### src/tisc_pkg.sv
// shared types, constants and the block id rule table for the tape image scanner
// no dependencies
package tisc_pkg;

  localparam int POS_BITS    = 32;
  localparam int CNT_BITS    = 16;
  localparam int SCAN_MARGIN = 10;
  localparam int Q_DEPTH     = 4;
  localparam int Q_PTR_BITS  = $clog2(Q_DEPTH);
  localparam int Q_CNT_BITS  = $clog2(Q_DEPTH + 1);

  typedef enum logic [2:0] {
    PH_ID   = 3'b001,
    PH_HDR  = 3'b010,
    PH_SKIP = 3'b100
  } phase_t;

  typedef struct packed {
    logic       known;
    logic [4:0] off;
    logic [2:0] width;
    logic [1:0] mult;
    logic [4:0] add;
  } rule_t;

  typedef struct packed {
    logic [POS_BITS-1:0] offset;
    logic [7:0]          id;
    logic [33:0]         prod;
    logic [4:0]          add;
    logic                known;
  } evt_t;

  typedef struct packed {
    logic valid;
    logic full;
  } q_stat_t;

  function automatic rule_t lookup_rule(input logic [7:0] id);
    rule_t r;
    case (id)
      8'h10: r = '{1'b1, 5'h02, 3'd2, 2'd1, 5'h04};
      8'h11: r = '{1'b1, 5'h0F, 3'd3, 2'd1, 5'h12};
      8'h12: r = '{1'b1, 5'h00, 3'd0, 2'd1, 5'h04};
      8'h13: r = '{1'b1, 5'h00, 3'd1, 2'd2, 5'h01};
      8'h14: r = '{1'b1, 5'h07, 3'd3, 2'd1, 5'h0A};
      8'h15: r = '{1'b1, 5'h05, 3'd3, 2'd1, 5'h08};
      8'h16: r = '{1'b1, 5'h00, 3'd4, 2'd1, 5'h04};
      8'h17: r = '{1'b1, 5'h00, 3'd4, 2'd1, 5'h04};
      8'h20: r = '{1'b1, 5'h00, 3'd0, 2'd1, 5'h02};
      8'h21: r = '{1'b1, 5'h00, 3'd1, 2'd1, 5'h01};
      8'h22: r = '{1'b1, 5'h00, 3'd0, 2'd1, 5'h00};
      8'h23: r = '{1'b1, 5'h00, 3'd0, 2'd1, 5'h02};
      8'h24: r = '{1'b1, 5'h00, 3'd0, 2'd1, 5'h02};
      8'h25: r = '{1'b1, 5'h00, 3'd0, 2'd1, 5'h00};
      8'h26: r = '{1'b1, 5'h00, 3'd2, 2'd2, 5'h02};
      8'h27: r = '{1'b1, 5'h00, 3'd0, 2'd1, 5'h00};
      8'h28: r = '{1'b1, 5'h00, 3'd2, 2'd1, 5'h02};
      8'h2A: r = '{1'b1, 5'h00, 3'd0, 2'd1, 5'h04};
      8'h30: r = '{1'b1, 5'h00, 3'd1, 2'd1, 5'h01};
      8'h31: r = '{1'b1, 5'h01, 3'd1, 2'd1, 5'h02};
      8'h32: r = '{1'b1, 5'h00, 3'd2, 2'd1, 5'h02};
      8'h33: r = '{1'b1, 5'h00, 3'd1, 2'd3, 5'h01};
      8'h34: r = '{1'b1, 5'h00, 3'd0, 2'd1, 5'h08};
      8'h35: r = '{1'b1, 5'h10, 3'd4, 2'd1, 5'h14};
      8'h40: r = '{1'b1, 5'h01, 3'd3, 2'd1, 5'h04};
      8'h5A: r = '{1'b1, 5'h00, 3'd0, 2'd1, 5'h09};
      default: r = '{1'b0, 5'h00, 3'd4, 2'd1, 5'h04};
    endcase
    return r;
  endfunction

  // multiplier is 1, 2 or 3: shift and add
  function automatic logic [33:0] mul_small(input logic [31:0] a, input logic [1:0] m);
    logic [33:0] p;
    case (m)
      2'd2:    p = {1'b0, a, 1'b0};
      2'd3:    p = {2'b00, a} + {1'b0, a, 1'b0};
      default: p = {2'b00, a};
    endcase
    return p;
  endfunction

endpackage

### src/tisc_front.sv
// front end: accepts bytes, tracks block boundaries and pushes block events
// depends on tisc_pkg
module tisc_front (
  input  logic                     clk,
  input  logic                     rst,
  input  logic                     in_valid,
  output logic                     in_ready,
  input  logic [7:0]               in_byte,
  input  logic [31:0]              data_length,
  input  tisc_pkg::q_stat_t        q_stat,
  output logic                     push,
  output tisc_pkg::evt_t           push_evt
);

  tisc_pkg::phase_t            phase, phase_next;
  logic [tisc_pkg::POS_BITS-1:0] pos, pos_next;
  logic [tisc_pkg::POS_BITS-1:0] blk_start, blk_start_next;
  logic [7:0]                  cur_id, cur_id_next;
  logic [4:0]                  hdr_idx, hdr_idx_next;
  logic [31:0]                 acc, acc_next;
  logic [32:0]                 skip, skip_next;
  tisc_pkg::rule_t             rule, rule_next;
  tisc_pkg::rule_t             new_rule;
  logic [4:0]                  k;
  logic [31:0]                 acc_new;
  logic [33:0]                 prod;
  logic [32:0]                 skip_dec;
  logic                        take;

  assign in_ready = !q_stat.full;
  assign take     = in_valid && in_ready;
  assign new_rule = tisc_pkg::lookup_rule(in_byte);
  assign k        = hdr_idx - rule.off;
  assign acc_new  = acc | ({24'b0, in_byte} << {k[1:0], 3'b000});
  assign prod     = tisc_pkg::mul_small(acc_new, rule.mult);
  assign skip_dec = (skip != '0) ? skip - 33'd1 : skip;

  always_comb begin
    phase_next     = phase;
    pos_next       = (pos != '1) ? pos + 1'b1 : pos;
    blk_start_next = blk_start;
    cur_id_next    = cur_id;
    hdr_idx_next   = hdr_idx;
    acc_next       = acc;
    skip_next      = skip;
    rule_next      = rule;
    push           = 1'b0;
    push_evt       = '{blk_start, cur_id, prod, rule.add, rule.known};
    case (phase)
      tisc_pkg::PH_HDR: begin
        if (hdr_idx >= rule.off) begin
          acc_next = acc_new;
          if (({1'b0, k} + 6'd1) >= {3'b000, rule.width}) begin
            push         = 1'b1;
            hdr_idx_next = '0;
            skip_next    = prod[32:0];
            phase_next   = (prod != '0) ? tisc_pkg::PH_SKIP : tisc_pkg::PH_ID;
          end else begin
            hdr_idx_next = hdr_idx + 5'd1;
          end
        end else begin
          hdr_idx_next = hdr_idx + 5'd1;
        end
      end
      tisc_pkg::PH_SKIP: begin
        skip_next  = skip_dec;
        phase_next = (skip_dec == '0) ? tisc_pkg::PH_ID : tisc_pkg::PH_SKIP;
      end
      default: begin
        phase_next = tisc_pkg::PH_ID;
        if (({1'b0, pos} + (tisc_pkg::POS_BITS+1)'(tisc_pkg::SCAN_MARGIN))
            < (tisc_pkg::POS_BITS+1)'(data_length)) begin
          cur_id_next    = in_byte;
          blk_start_next = pos;
          hdr_idx_next   = '0;
          acc_next       = '0;
          rule_next      = new_rule;
          if (new_rule.width == 3'd0) begin
            push      = 1'b1;
            push_evt  = '{pos, in_byte, 34'd0, new_rule.add, new_rule.known};
            skip_next = '0;
          end else begin
            phase_next = tisc_pkg::PH_HDR;
          end
        end
      end
    endcase
    if (!take) begin
      push = 1'b0;
    end
  end

  always_ff @(posedge clk) begin
    if (rst) begin
      phase   <= tisc_pkg::PH_ID;
      pos     <= '0;
      hdr_idx <= '0;
      skip    <= '0;
    end else if (take) begin
      phase   <= phase_next;
      pos     <= pos_next;
      hdr_idx <= hdr_idx_next;
      skip    <= skip_next;
    end
  end

  always_ff @(posedge clk) begin
    if (take) begin
      blk_start <= blk_start_next;
      cur_id    <= cur_id_next;
      acc       <= acc_next;
      rule      <= rule_next;
    end
  end

endmodule

### src/tisc_queue.sv
// short event queue between the front end and the record builder
// depends on tisc_pkg
module tisc_queue (
  input  logic              clk,
  input  logic              rst,
  input  logic              push,
  input  tisc_pkg::evt_t    push_evt,
  input  logic              pop,
  output tisc_pkg::evt_t    pop_evt,
  output tisc_pkg::q_stat_t stat
);

  tisc_pkg::evt_t                 mem [tisc_pkg::Q_DEPTH];
  logic [tisc_pkg::Q_PTR_BITS-1:0] wr_ptr, rd_ptr;
  logic [tisc_pkg::Q_CNT_BITS-1:0] count;
  logic                           do_pop;

  assign stat.valid = (count != '0);
  assign stat.full  = (count == tisc_pkg::Q_CNT_BITS'(tisc_pkg::Q_DEPTH));
  assign do_pop     = pop && stat.valid;
  assign pop_evt    = mem[rd_ptr];

  always_ff @(posedge clk) begin
    if (push) begin
      mem[wr_ptr] <= push_evt;
    end
  end

  always_ff @(posedge clk) begin
    if (rst) begin
      wr_ptr <= '0;
      rd_ptr <= '0;
      count  <= '0;
    end else begin
      if (push) begin
        wr_ptr <= wr_ptr + 1'b1;
      end
      if (do_pop) begin
        rd_ptr <= rd_ptr + 1'b1;
      end
      if (push && !do_pop) begin
        count <= count + 1'b1;
      end else if (do_pop && !push) begin
        count <= count - 1'b1;
      end
    end
  end

endmodule

### src/tisc_back.sv
// back end: turns block events into records with counters, output register
// depends on tisc_pkg
module tisc_back (
  input  logic                          clk,
  input  logic                          rst,
  input  tisc_pkg::q_stat_t             q_stat,
  input  tisc_pkg::evt_t                q_evt,
  output logic                          pop,
  output logic                          out_valid,
  input  logic                          out_ready,
  output logic [tisc_pkg::POS_BITS-1:0] block_offset,
  output logic [7:0]                    block_id,
  output logic [32:0]                   body_length,
  output logic                          recognised,
  output logic [tisc_pkg::CNT_BITS-1:0] block_number,
  output logic [tisc_pkg::CNT_BITS-1:0] unknown_total
);

  logic [tisc_pkg::CNT_BITS-1:0] blk_cnt, blk_cnt_next;
  logic [tisc_pkg::CNT_BITS-1:0] unk_cnt, unk_cnt_next;
  logic [33:0]                   body;

  assign pop          = q_stat.valid && (!out_valid || out_ready);
  assign body         = q_evt.prod + {29'b0, q_evt.add};
  assign blk_cnt_next = (blk_cnt != '1) ? blk_cnt + 1'b1 : blk_cnt;
  assign unk_cnt_next = (q_evt.known || unk_cnt == '1) ? unk_cnt : unk_cnt + 1'b1;

  always_ff @(posedge clk) begin
    if (rst) begin
      out_valid <= 1'b0;
      blk_cnt   <= '0;
      unk_cnt   <= '0;
    end else begin
      if (pop) begin
        out_valid <= 1'b1;
        blk_cnt   <= blk_cnt_next;
        unk_cnt   <= unk_cnt_next;
      end else if (out_ready) begin
        out_valid <= 1'b0;
      end
    end
  end

  always_ff @(posedge clk) begin
    if (pop) begin
      block_offset  <= q_evt.offset;
      block_id      <= q_evt.id;
      body_length   <= body[32:0];
      recognised    <= q_evt.known;
      block_number  <= blk_cnt;
      unknown_total <= unk_cnt_next;
    end
  end

endmodule

### src/tape_image_block_scanner_core.sv
// tape image block scanner, top level: config register, front end, queue, back end
// a record reaches the output register after the event of the byte that completes it has passed the event queue
// throughput: one byte per cycle; s_axis_tready falls only while the 4-entry event queue
// is full, which happens when the output side stalls
// reset (rst, synchronous): scan state, counters and queue clear, data_length reads 0
// depends on tisc_pkg, tisc_front, tisc_queue, tisc_back
module tape_image_block_scanner_core (
  input  logic          clk,
  input  logic          rst,
  input  logic          s_axis_tvalid,
  output logic          s_axis_tready,
  input  logic [7:0]    s_axis_tdata,   // data_byte
  output logic          m_axis_tvalid,
  input  logic          m_axis_tready,
  output logic [111:0]  m_axis_tdata,   // block_offset, block_id, body_length,
                                        // block_number, unknown_total, zero fill
  output logic [0:0]    m_axis_tuser,   // recognised
  input  logic          cfg_valid,
  output logic          cfg_ready,
  input  logic [31:0]   cfg_data        // data_length
);

  logic [31:0]                   data_length;
  tisc_pkg::q_stat_t             q_stat;
  tisc_pkg::evt_t                push_evt, pop_evt;
  logic                          push, pop;
  logic [tisc_pkg::POS_BITS-1:0] block_offset;
  logic [7:0]                    block_id;
  logic [32:0]                   body_length;
  logic                          recognised;
  logic [tisc_pkg::CNT_BITS-1:0] block_number, unknown_total;

  assign cfg_ready = 1'b1;

  always_ff @(posedge clk) begin
    if (rst) begin
      data_length <= '0;
    end else if (cfg_valid) begin
      data_length <= cfg_data;
    end
  end

  tisc_front u_front (
    .clk         (clk),
    .rst         (rst),
    .in_valid    (s_axis_tvalid),
    .in_ready    (s_axis_tready),
    .in_byte     (s_axis_tdata),
    .data_length (data_length),
    .q_stat      (q_stat),
    .push        (push),
    .push_evt    (push_evt)
  );

  tisc_queue u_queue (
    .clk      (clk),
    .rst      (rst),
    .push     (push),
    .push_evt (push_evt),
    .pop      (pop),
    .pop_evt  (pop_evt),
    .stat     (q_stat)
  );

  tisc_back u_back (
    .clk           (clk),
    .rst           (rst),
    .q_stat        (q_stat),
    .q_evt         (pop_evt),
    .pop           (pop),
    .out_valid     (m_axis_tvalid),
    .out_ready     (m_axis_tready),
    .block_offset  (block_offset),
    .block_id      (block_id),
    .body_length   (body_length),
    .recognised    (recognised),
    .block_number  (block_number),
    .unknown_total (unknown_total)
  );

  assign m_axis_tdata = {7'b0, unknown_total, block_number, body_length, block_id,
                         block_offset};
  assign m_axis_tuser = recognised;

endmodule

### config.mk
export PLATFORM = sky130hd
export DESIGN_NAME = tape_image_block_scanner_core
export DESIGN_NICKNAME = d
export VERILOG_FILES = /design/src/tisc_pkg.sv /design/src/tisc_front.sv /design/src/tisc_queue.sv /design/src/tisc_back.sv /design/src/tape_image_block_scanner_core.sv
export SDC_FILE = /design/constraint.sdc
export NUM_CORES = 1
export LEC_CHECK = 0
export BUFFER_PORTS_ARGS = -buffer_cell sky130_fd_sc_hd__buf_2
export CAP_MARGIN = 10
export CORE_MARGIN = 2
export CORE_UTILIZATION = 25
export DETAILED_ROUTE_END_ITERATION = 12
export RECOVER_POWER = 50
export SLEW_MARGIN = 30
export SYNTH_ARGS = -nofsm -noshare
export SYNTH_HDL_FRONTEND = slang
export SYNTH_HIERARCHICAL = 1
export SYNTH_SLANG_ARGS = --single-unit
export TNS_END_PERCENT = 50
### constraint.sdc
create_clock -name clk -period 7.7 [get_ports clk]
set_clock_uncertainty 0.1 [all_clocks]
set_input_delay 0.77 -clock clk [delete_from_list [all_inputs] [get_ports clk]]
set_output_delay 0.77 -clock clk [all_outputs]
set_load 0.05 [all_outputs]
* Yosys cells after proc, flatten, opt, wreduce, memory -nomap -nowiden
Memories as Yosys holds them, arrays and structs flattened. A register that Yosys moved wholly into a read port is not among the register bits.
Index checks and enable logic that the tools add are counted.
** Storage, ports and cells
- Input port bits :: 45
- Memories kept :: 2
- Register bits after elaboration :: 339
- Bits in read-only memories :: 2048
- Output and inout port bits :: 116
- Memory bits (writable) :: 320
- Logic and storage cells :: 127
** Operators by class
- Reduce and logical (&&, ||, !) cells :: 29
- $add $sub $neg :: 14
- Muxes and demuxes :: 40
- Bitwise operators :: 3
- Shift-type cells :: 1
- Magnitude comparators :: 3
- Equality and inequality tests :: 10
** Memories
- (no name shown) :: depth 128, width 16, rd ports 1, clocked after memory_dff 0, write ports 0, line tisc_pkg.sv:41 : case (id)
- u_queue.mem :: depth 4, width 80, rd ports 1, clocked after memory_dff 1, write ports 1, line tisc_queue.sv:13 : tisc_pkg::evt_t mem [tisc_pkg::Q_DEPTH];
** Operators with widths (number)
- 2-to-1 mux 80 bit :: 3
- 2-to-1 mux 33 bit :: 5
- case mux 34 bit (2 select lines) :: 1
- case mux 33 bit (2 select lines) :: 1
- 2-to-1 mux 32 bit :: 2
- case mux 32 bit (2 select lines) :: 1
- adder 32 x 33 -> 34 bit :: 1
- nonzero test 34 bit :: 1
- adder 32 x 4 -> 33 bit, second input constant :: 1
- adder 33 x 5 -> 33 bit :: 1
- zero test 33 bit :: 1
- less-than comparator 33 x 32 -> 1 bit :: 1
- nonzero test 33 bit :: 1
- subtractor 33 x 1 -> 33 bit, second input constant :: 1
- adder 16 x 1 -> 16 bit, second input constant :: 2
- adder 32 x 1 -> 32 bit, second input constant :: 1
- 2-to-1 mux 16 bit :: 2
- inequality test 32 bit, second input constant :: 1
- OR 32 bit :: 1
- left shift 8 x 5 -> 32 bit :: 1
- 2-to-1 mux 3 bit :: 7
- equality test 16 bit, second input constant :: 1
- inequality test 16 bit, second input constant :: 1
- 2-to-1 mux 5 bit :: 3
- 29 further kinds :: 59

* Longest topological paths before layout
Gate-level depths: netlist of run 1.
- Word-level depth :: 11
- Depth in mapped cells :: 23
- Gate-level depth less buffers :: 22

* Hierarchy
The synthesis of run 1 kept the hierarchy.
** Modules (own cells, without submodules)
- tisc_front :: times used 1, sequential area each 4103.9 um2, area each 12794.8 um2, cells an instance 1653
- tisc_queue :: times used 1, sequential area each 9789.4 um2, area each 12065.3 um2, cells an instance 462
- tisc_back :: times used 1, sequential area each 3843.7 um2, area each 5924.4 um2, cells an instance 452
- tape_image_block_scanner_core :: times used 1, sequential area each 640.6 um2, area each 1231.2 um2, cells an instance 113

* Worst setup path after synthesis of run 1
OpenSTA, ideal clock, no wires.
- Path type :: register to register
- Start :: register u_front/pos[3] (netlist bit)
- End :: memory u_queue/mem[0][0] (netlist bit) (enable)
- Path slack :: 1.251 ns
- Arrival :: 5.902 ns
- Setup time :: 0.447 ns
- Clock period less this slack :: 6.449 ns
- Data required time :: 7.153 ns
- Path buffers :: 3
- Cell stages (with the launch flop) :: 19
- Cells stage by stage :: dfxtp_1 > clkbuf_1 > a21oi_1 > or2_2 > clkbuf_1 > nor4_1 > nand2b_1 > xnor2_1 > ha_1 > nand2_1 > o211a_1 > o21ai_0 > a221oi_1 > o211ai_1 > a21oi_1 > nand4_1 > clkbuf_1 > a21oi_1 > and2_1
** Between the ends
- Word-level cells in the longest chain between the ends :: 7
** Ends and longest elaborated chain
- from (decl) :: line tisc_front.sv:16 : logic [tisc_pkg::POS_BITS-1:0] pos, pos_next;
- from (signal assigned) :: line tisc_front.sv:101 : pos <= pos_next;
- adder 32 x 4 -> 33 bit :: line tisc_front.sv:71 : if (({1'b0, pos} + (tisc_pkg::POS_BITS+1)'(tisc_pkg::SCAN_MARGIN))
- less-than comparator 33 x 32 -> 1 bit :: line tisc_front.sv:72 : < (tisc_pkg::POS_BITS+1)'(data_length)) begin
- 2-to-1 mux 1 bit :: line tisc_front.sv:71
- case mux 1 bit (2 select lines) :: line tisc_front.sv:49 : case (phase)
- 2-to-1 mux 1 bit :: line tisc_front.sv:88 : if (!take) begin
- net push :: line tape_image_block_scanner_core.sv:26 : logic push, pop;
- 2-to-1 mux 1 bit :: line tisc_queue.sv:24 : if (push) begin
- 2-to-1 mux 1 bit (not written as such) :: line tisc_queue.sv:25 : mem[wr_ptr] <= push_evt;
- to (decl) :: line tisc_queue.sv:13
The timed path passes the listed nets, and every way through them passes these cells.

==> results of run 1 <==
==> final cells by class <==
type / instances / area, µm² / area share (%)
repair buffers: 186 / 879.6 / 2.431
well taps: 1662 / 2079 / 5.746
multi-input cells: 1776 / 12470 / 34.45
clock inverters: 36 / 336.6 / 0.9301
flip-flops and latches: 657 / 18260 / 50.46
inverters: 89 / 335.3 / 0.9266
clock buffers: 86 / 1829 / 5.055
==> worst reg2reg max path: cells and delay by family (launching register included) <==
family | cells | cell delay [ps]
AOI/OAI and AO/OA | 7 | 1660
xor gates and xnor gates | 1 | 130
adders and majority gates | 2 | 460
buffers and inverters | 2 | 600
DFF | 1 | 450
and+or+nand+nor | 7 | 2640
==> stage by stage <==
| stage | hold slack, ps | power [mW] |
|---|---|---|
| 4_1_cts | 224.5 | 13.01 |
| 3_3_place_gp | 377.9 | 9.709 |
| 3_5_place_dp | 376.7 | 9.762 |
| 5_1_grt | 257.3 | 13.48 |
| 2_1_floorplan | 306.4 | 8.500 |
| 6_report | 276.6 | 12.83 |
==> routing by layer <==
layer,vias to the layer above,wire (µm)
li1,10225,-
met1,10723,35960
met2,569,38670
met3,122,4166
met4,14,2329
met5,-,92
==> state kept, by name, summed over array words and instances (netlist names), 5 cells and up, named ones only <==
register / cells
u_back/blk_cnt: 16
u_front/acc: 32
u_back/unknown_total: 16
u_front/skip: 33
u_back/body_length: 33
u_front/hdr_idx: 5
u_front/pos: 32
u_back/block_offset: 32
data_length: 32
u_back/unk_cnt: 16
u_front/blk_start: 32
u_back/block_number: 16
u_front/cur_id: 8
u_back/block_id: 8
u_queue/mem: 316
u_front/rule: 16
==> power by group through the flow <==
| stage | Sequential (mW) | Clock, mW | Combinational [mW] |
|---|---|---|---|
| finish | 4.92 | 3.21 | 4.69 |
| global route | 4.99 | 3.43 | 5.06 |
| CTS | 4.90 | 3.31 | 4.80 |
| detailed placement | 4.97 | 0 | 4.79 |
| global placement | 4.99 | 0 | 4.72 |
| floorplan | 6.00 | 0 | 2.50 |
==> final timing paths <==
check	from	slack [ps]	end
min	cfg_data[21]	280	data_length[21]
max reg2reg	u_front/pos[2]	1330	u_queue/mem[0][31]
min reg2reg	u_front/skip[32]	390	u_front/skip[32]
max	u_front/pos[2]	1330	u_queue/mem[0][31]
==> run_results.csv, run 1 <==
group,metric,value,unit
run_status,result_of_the_run,"finished, violations left",
run_status,violations,"max-capacitance violations, max-slew violations",
clocking,clockBufferDepth,3,
place,gp_congestion,0.8943,
setup_path,crit_path_end_kind,"flop",
place,dpl-instance-area,34240,µm²
cells_and_area,final-instance-count-excl-fill,4492,
sta,timing_worst_slew_pin_value,2865,ps
route,post-route-drc-count,0,
setup_path,worst_ep_required_time,7890,ps
global_routing,number_of_antenna_violations_at_the_first_check_in_global_routing,8,
clocking,insertion_delay,630,ps
cells_and_area,nets,2918,
global_routing,pin_count_of_the_biggest_net_entering_global_routing,60,
cells_and_area,commonest_cells_after_routing_fill_and_taps_aside,"edfxtp_1 (510), nand2_1 (280), nor2_1 (249), dfxtp_1 (146), a21oi_1 (140)",
hold_path,timing.hold.worst_path_depth,3,
sta,max_freq,157.0,MHz
global_routing,track_usage,12.14,%
route,drt_iter0_markers,1746,
route,avgRoutedWirePerCell,18.08,µm
sta,rsz0062_at_grt,"no",
clocking,cts-buffers-inserted,67,
route,routed_via_density,4.820,
pwr,seqPwrFrac,38.4,%
sta,layout_worst_path_cycle_share,82.74,%
place,portBuffers,152,
setup_path,critical_path.cell_chain,"ha_1 > o21ai_0 > nor3_1 > nand2b_1 > nor2_1 > nand2_1 > xnor2_1 > ha_1 > a21o_1 > a21o_1 > a21o_1 > a221oi_1 > o211ai_1 > a21oi_1 > nand3_1 > nor2_1 > buf_16 > buf_4 > nor2_1",
pwr,cellLeakagePower,12.27,nW
synth,avgSynthCellArea,11.92,µm²
pwr,vdd.ir_drop.worst,0.0002413,V
clocking,post_cts_hold_buffer_count,0,
sta,fin_setup_tns,0,ps
global_routing,met2_capacity_usage_during_global_routing,20.21,%
route,detail-route-antenna-nets,0,
clocking,cts-root-buf,"clkbuf_16",
route,postRouteWirelength,81220,µm
pwr,combPwrFrac,36.6,%
pwr,clock_network_fraction_of_design_power,25.0,%
setup_path,crit_path_start_kind,"flop",
clocking,cts.htree.levels,3,
setup_path,worst-endpoint-arrival,6560,ps
place,pre_cts_ws,1326,ps
sta,slew_violations,263,
global_routing,grt.met3_usage,2.114,%
setup_path,critical_path.n_buffers_inverters,2,
setup_path,path_delay_family,"simple AND/OR/NAND/NOR gates",
setup_path,path_depth,19,
cells_and_area,antenna_cells,0,
pwr,switchingPower,5.126,mW
sta,report.final.setup_viol,0,
sta,finalWorstSetupSlack,1329,ps
global_routing,first_pass_grt_wire_length,125000,µm
floorplan,core,127000,µm²
pwr,power.internal,7.701,mW
global_routing,grt_pass1_vias,20835,
cells_and_area,fillerInstances,12963,
synth,syn_std_cell_area,31870,µm²
clocking,cts.repair_timing.setup_buffer_count,0,
floorplan,ioPinCount,161,
floorplan,initial_core_util,25.09,%
cells_and_area,design_area,36190,µm²
cells_and_area,drive_above_1_share,10.04,%
floorplan,die_area,130400,µm²
place,dp.cells,4370,
clocking,tritoncts,"yes",
pwr,cell_pwr_density,354.4,nW/µm²
route,num_vias,21653,
job,maxCapViolations,9,
setup_path,worst_r2r_path_depth,19,
cells_and_area,area.growth.synth_to_final,13.55,%
global_routing,grt.busiest_layer,"met2",
clocking,clk_pin_slew_worst_paths,60,ps
floorplan,die_width,361.0,µm
sta,maxSlewHeadroom,-91.00,%
setup_path,worstSetupPathType,"reg2reg",
setup_path,cp_slowest_cell,"nor2_1",
synth,postSynthCellCount,2674,
pwr,power.share.switching,39.96,%
setup_path,critical_path.max_stage_delay,1360,ps
global_routing,gr-total-overflow,0,
global_routing,grt_use_met1,15.94,%
clocking,cts-resized-gates,0,
place,dp.final_hpwl,57100,µm
hold_path,holdCritPathClass,"in2reg",
sta,report.final.hold_viol_count,0,
route,drtPass1Iterations,6,
clocking,clock_sinks,657,
synth,ys_warn_count,6,
sta,fin_crit,6371,ps
floorplan,floorplan.rows,131,
setup_path,crit_fanout,25,
cells_and_area,postLayoutCoreUtil,28.49,%
floorplan,chipHeight,361.0,µm
cells_and_area,layout.cells.most_common,"edfxtp_1",
No activity file was read; power rests on OpenSTA's default activity.
==> run 2: changes to the inputs <==
- clock period: 7.7 -> 5.3 ns (I/O delays scaled with it)
==> run 2 against run 1 <==
Against the previous run: the flow still finishes with violations (max-capacitance violations, max-slew violations); final area increased by 2.8%; worst hold slack lost 230 ps; combinational power increased by 50%; total power grew 50%; sequential cell count unchanged; critical path type unchanged; final cell count grew 1.9%; core utilization is 0.81 points higher; critical path depth increased by 1; sequential share of layout area shrank 1.4 points; first-iteration DRC count fell by 1.9%; non-clock buffer count up 79; global-route usage rose by 0.30 points.
==> run_results.csv, run 2 (synthesized netlist as in run 1, its figures left out) <==
group,metric,value,unit
run_status,result_of_the_run,"finished, violations left",
clocking,clockBufferDepth,3,
place,dp.final_hpwl,57750,µm
hold_path,hold_start,"cfg_data[4]",
clocking,clk_pin_slew_worst_paths,70,ps
pwr,switchingPower,7.569,mW
place,portBuffers,152,
hold_path,holdCritPathClass,"in2reg",
setup_path,timing.critical_path.from,"u_front/hdr_idx[0]",
setup_path,crit_fanout,7,
sta,layout_worst_path_cycle_share,94.71,%
sta,max_freq,199.2,MHz
sta,report.final.hold_viol_count,0,
route,avgRoutedWirePerCell,18.06,µm
clocking,cts-buffers-inserted,70,
global_routing,first_pass_grt_wire_length,127400,µm
cells_and_area,antenna_cells,0,
sta,report.final.setup_viol,0,
clocking,cts-root-buf,"clkbuf_16",
route,detail-route-antenna-nets,0,
floorplan,initial_core_util,25.09,%
setup_path,worst-endpoint-arrival,5520,ps
clocking,cts.repair_timing.setup_buffer_count,0,
pwr,seqPwrFrac,37.2,%
setup_path,crit_path_end_kind,"flop",
clocking,tritoncts,"yes",
pwr,power.internal,11.69,mW
route,drtPass1Iterations,5,
setup_path,worstSetupPathType,"reg2reg",
cells_and_area,fillerInstances,12891,
floorplan,die_width,361.0,µm
cells_and_area,registers.top_by_ff_count,"u_queue/mem",
clocking,clock_sinks,657,
cells_and_area,commonest_cells_after_routing_fill_and_taps_aside,"edfxtp_1 (510), nand2_1 (280), nor2_1 (247), clkbuf_1 (153), dfxtp_1 (146)",
pwr,vdd.ir_drop.worst,0.0003003,V
cells_and_area,biggestRegsByFlops,"u_queue/mem x316, u_back/body_length x33, u_front/skip x33",
sta,rsz0062_at_grt,"no",
floorplan,die_area,130400,µm²
global_routing,number_of_antenna_violations_at_the_first_check_in_global_routing,8,
place,pre_cts_ws,90.15,ps
route,drt_iter0_markers,1713,
cells_and_area,layout.cells.most_common,"edfxtp_1",
clocking,insertion_delay,660,ps
cells_and_area,flip_flop_count_of_the_largest_register_after_layout,316,
cells_and_area,postLayoutCoreUtil,29.30,%
pwr,power.share.switching,39.31,%
floorplan,ioPinCount,161,
cells_and_area,area.growth.synth_to_final,16.78,%
route,num_vias,21958,
setup_path,r2r-start,"u_front/hdr_idx[0]",
pwr,cellLeakagePower,12.71,nW
route,post-route-drc-count,0,
pwr,combPwrFrac,36.5,%
pwr,cell_pwr_density,517.4,nW/µm²
route,postRouteWirelength,82630,µm
global_routing,gr-total-overflow,0,
global_routing,pin_count_of_the_biggest_net_entering_global_routing,72,
place,gp_congestion,0.9125,
floorplan,core,127000,µm²
cells_and_area,drive_above_1_share,12.05,%
floorplan,floorplan.rows,131,
sta,timing_worst_slew_pin_value,2483,ps
sta,fin_crit,5019,ps
setup_path,worst_ep_required_time,5800,ps
cells_and_area,nets,3000,
global_routing,track_usage,12.44,%
job,maxCapViolations,5,
run_status,violations,"max-capacitance violations, max-slew violations",
clocking,cts.htree.levels,3,
hold_path,timing.hold.worst_path_depth,3,
setup_path,worst_r2r_path_depth,20,
sta,finalWorstSetupSlack,280.6,ps
global_routing,grt_pass1_vias,21151,
route,routed_via_density,4.799,
sta,maxSlewHeadroom,-65.52,%
sta,slew_violations,191,
floorplan,chipHeight,361.0,µm
setup_path,crit_path_start_kind,"flop",
pwr,clock_network_fraction_of_design_power,26.3,%
run 2: what timing repair did:
| action | in CTS | in global routing |
|---|---|---|
| hold buffers | 20 | 0 |
| hold endpoints to repair | 20 | 0 |
| setup endpoints to repair | 0 | 19 |
| gates resized for setup | 0 | 30 |
run 2: final cells by class:
| cell class | count | area (µm²) | share of cell area [%] |
|---|---|---|---|
| sequential | 657 | 18260 | 49.07 |
| multi-input combinational | 1776 | 12580 | 33.79 |
| tap | 1662 | 2079 | 5.587 |
| clock buffer | 90 | 1857 | 4.989 |
| timing repair buffer | 265 | 1573 | 4.226 |
| clock inverter | 37 | 535.5 | 1.439 |
| inverter | 89 | 336.6 | 0.9043 |
run 2: critical path: stages, from the launching register on:
cell	delay, ps
dfxtp_1	390
inv_1	70
ha_1	230
fa_1	530
and2_2	230
a21oi_1	130
inv_2	120
ha_1	210
inv_1	70
fa_1	400
nand2b_1	200
a21oi_1	180
mux2_2	350
o221ai_1	150
nor3b_1	270
and4_1	260
nand4b_1	140
nor4bb_1	300
nand4_1	160
o41ai_1	280
o31a_1	190
run 2: through the flow:
stage	total power [mW]	cell area (µm²)	setup TNS, ps	hold slack (ps)	instances
6_report	19.26	37220	0	48.81	4576
5_1_grt	20.25	37220	0	34.19	4576
4_1_cts	19.48	37350	0	1.253	4575
2_1_floorplan	12.34	31900	-93060	306.4	2680
3_5_place_dp	14.32	34760	0	376.7	4428
3_3_place_gp	14.29	34760	0	374.2	4428
run 2: worst paths after layout:
kind / endpoint / slack (ps)
setup / recovery: u_front/phase[0] / 280
hold / removal: data_length[4] / 50
setup reg to reg: u_front/phase[0] / 280
hold reg to reg: u_front/skip[32] / 390
run 2: metal layers:
| metal | up-vias | routed length (µm) | GRT usage (%) | share of wire, % |
|---|---|---|---|---|
| met5 | - | 81 | 0 | 0.098 |
| met4 | 14 | 3464 | 5.923 | 4.2 |
| met3 | 177 | 4923 | 2.579 | 6.0 |
| met2 | 601 | 37490 | 19.46 | 45 |
| met1 | 10790 | 36670 | 16.42 | 44 |
| li1 | 10376 | - | - | - |
run 2: power by group through the flow:
stage          clock network, mW  logic (mW)  registers [mW]
3_3_place_gp                   0        7.07            7.22
5_1_grt                     5.42        7.58            7.24
2_1_floorplan                  0        3.64            8.71
6_report                    5.07        7.02            7.16
4_1_cts                     5.23        7.12            7.13
3_5_place_dp                   0        7.09            7.24
==> run 3: changes to the inputs <==
- PLACE_DENSITY_LB_ADDON: not set -> 0.15
==> run 3 against run 2 <==
Against the previous run: the run now ends clean; sequential power about the same; highest routed layer unchanged; register-to-register slack about the same; core utilization increased by 0.44 points; sequential cell count unchanged; non-clock buffer count increased by 39; first-iteration DRC count decreased by 1.8%; final area increased by 1.5%.
==> run_results.csv, run 3 (synthesized netlist as in run 1, its figures left out) <==
group,metric,value,unit
run_status,result_of_the_run,"finished clean",
pwr,cell_pwr_density,521.6,nW/µm²
sta,maxSlewHeadroom,20.62,%
route,drt_iter0_markers,1683,
sta,report.final.setup_viol,0,
clocking,tritoncts,"yes",
sta,timing_worst_slew_pin_value,1191,ps
floorplan,initial_core_util,25.09,%
clocking,cts.htree.levels,3,
sta,max_freq,199.0,MHz
cells_and_area,biggestRegsByFlops,"u_queue/mem x316, u_back/body_length x33, u_front/skip x33",
sta,finalWorstSetupSlack,275.8,ps
setup_path,cp_slowest_cell,"fa_1",
place,pre_cts_ws,-110.2,ps
route,routed_via_density,4.802,
global_routing,track_usage,14.10,%
setup_path,crit_path_start_kind,"flop",
sta,fin_crit,5024,ps
clocking,insertion_delay,650,ps
cells_and_area,postLayoutCoreUtil,29.74,%
global_routing,gr-total-overflow,0,
sta,report.final.hold_viol_count,0,
clocking,cts-buffers-inserted,76,
pwr,design_power_total,19.71,mW
floorplan,die_width,361.0,µm
pwr,cellLeakagePower,13.40,nW
cells_and_area,flip_flop_count_of_the_largest_register_after_layout,316,
floorplan,chipHeight,361.0,µm
setup_path,crit_path_end_kind,"flop",
route,num_vias,22207,
pwr,vdd.ir_drop.worst,0.0002223,V
place,gp_congestion,0.8538,
setup_path,path_delay_family,"compound AO/OA/AOI/OAI gates",
place,portBuffers,152,
cells_and_area,layout.cells.most_common,"edfxtp_1",
global_routing,grt_pass1_vias,22067,
clocking,cts-root-buf,"clkbuf_16",
clocking,clock_sinks,657,
global_routing,number_of_antenna_violations_at_the_first_check_in_global_routing,9,
global_routing,pin_count_of_the_biggest_net_entering_global_routing,87,
setup_path,worstSetupPathType,"reg2reg",
floorplan,die_area,130400,µm²
cells_and_area,area.growth.synth_to_final,18.55,%
sta,slew_violations,0,
setup_path,worst-endpoint-arrival,5520,ps
route,avgRoutedWirePerCell,20.19,µm
sta,fin_setup_tns,0,ps
hold_path,holdCritPathClass,"in2reg",
cells_and_area,registers.top_by_ff_count,"u_queue/mem",
setup_path,critical_path.n_buffers_inverters,3,
cells_and_area,commonest_cells_after_routing_fill_and_taps_aside,"edfxtp_1 (510), nand2_1 (280), nor2_1 (246), buf_2 (147), dfxtp_1 (143)",
sta,layout_worst_path_cycle_share,94.80,%
global_routing,first_pass_grt_wire_length,141400,µm
setup_path,critical_path.cell_chain,"inv_1 > ha_1 > fa_1 > and2_1 > a21oi_1 > inv_2 > ha_1 > inv_1 > fa_1 > nand2b_1 > a21o_1 > a211o_1 > a31oi_1 > o22ai_1 > xnor2_1 > a211oi_1 > a21oi_1 > nand2_1 > o41ai_1 > o31a_1",
cells_and_area,drive_above_1_share,18.20,%
route,drtPass1Iterations,6,
route,detail-route-antenna-nets,0,
setup_path,critical_path.max_stage_delay,500,ps
setup_path,crit_fanout,6,
clocking,clockBufferDepth,3,
floorplan,core,127000,µm²
job,maxCapViolations,0,
clocking,clk_pin_slew_worst_paths,60,ps
route,post-route-drc-count,0,
floorplan,floorplan.rows,131,
place,dp.final_hpwl,66120,µm
cells_and_area,nets,3045,
floorplan,ioPinCount,161,
setup_path,worst_ep_required_time,5790,ps
route,postRouteWirelength,93370,µm
## run 3: cell types whose count changed in the layout (fill, tap and decap cells not counted), moves of 4 or more
cell,previous run,this run
and2_0,7,0
and2_1,17,25
buf_2,37,147
buf_4,56,125
clkbuf_1,153,32
clkbuf_16,70,79
clkinv_16,4,0
dlygate4sd3_1,20,12
o21ai_0,94,89
o21ai_1,9,13
## run 3: cell type report
class / count / area, µm²
Fill cell: 12905 / 89250
Sequential cell: 657 / 18270
Multi-Input combinational cell: 1776 / 12610
Clock buffer: 110 / 2153
Tap cell: 1662 / 2079
Timing Repair Buffer: 304 / 2072
Inverter: 89 / 336.6
Clock inverter: 25 / 254.0
Antenna cell: 2 / 5.005
## run 3: final timing paths
| path | startpoint | to | slack [ps] | cells after the start |
|---|---|---|---|---|
| hold reg to reg | u_front/pos[1] | u_front/blk_start[1] | 390 | 0 |
| setup / recovery | u_front/hdr_idx[0] | u_front/phase[0] | 280 | 20 |
| setup reg to reg | u_front/hdr_idx[0] | u_front/phase[0] | 280 | 20 |
| hold / removal | cfg_data[10] | data_length[10] | 50 | 3 |
## run 3: tightest hold or removal path: stages
cell and delay, ps:
buf_2 90, mux2i_1 60, nor2_1 70
## run 3: power by group
part           internal (mW)  total [mW]  switching [mW]
logic                   2.20        7.45            5.25
registers               6.79        7.13           0.344
clock network           3.05        5.13            2.07
total                   12.0        19.7            7.66
## run 3: timing repair
action / 4_1_cts / 5_1_grt
gates resized for setup: 5 / 35
buffers inserted: 0 / 7
endpoints found under the setup margin: 3 / 137
hold buffers: 12 / 0
pin swaps: 0 / 8
endpoints found under the hold margin: 12 / 0
## run 3: per-stage QoR
stage                     hold slack [ps]  instances  area (µm²)
after floorplan                     306.4       2680       31900
after global placement              381.1       4469       35080
after detailed placement            383.1       4469       35080
after CTS                           7.935       4616       37630
after global routing                36.25       4623       37780
final                               47.16       4625       37780
## run 3: per-layer routing
| metal | GRT usage (%) | share of wire (%) | up-vias |
|---|---|---|---|
| met2 | 22.30 | 46 | 566 |
| met1 | 19.74 | 47 | 11018 |
| met5 | 0 | 0.087 | - |
| li1 | - | - | 10488 |
| met3 | 2.554 | 5.1 | 119 |
| met4 | 3.807 | 1.9 | 16 |
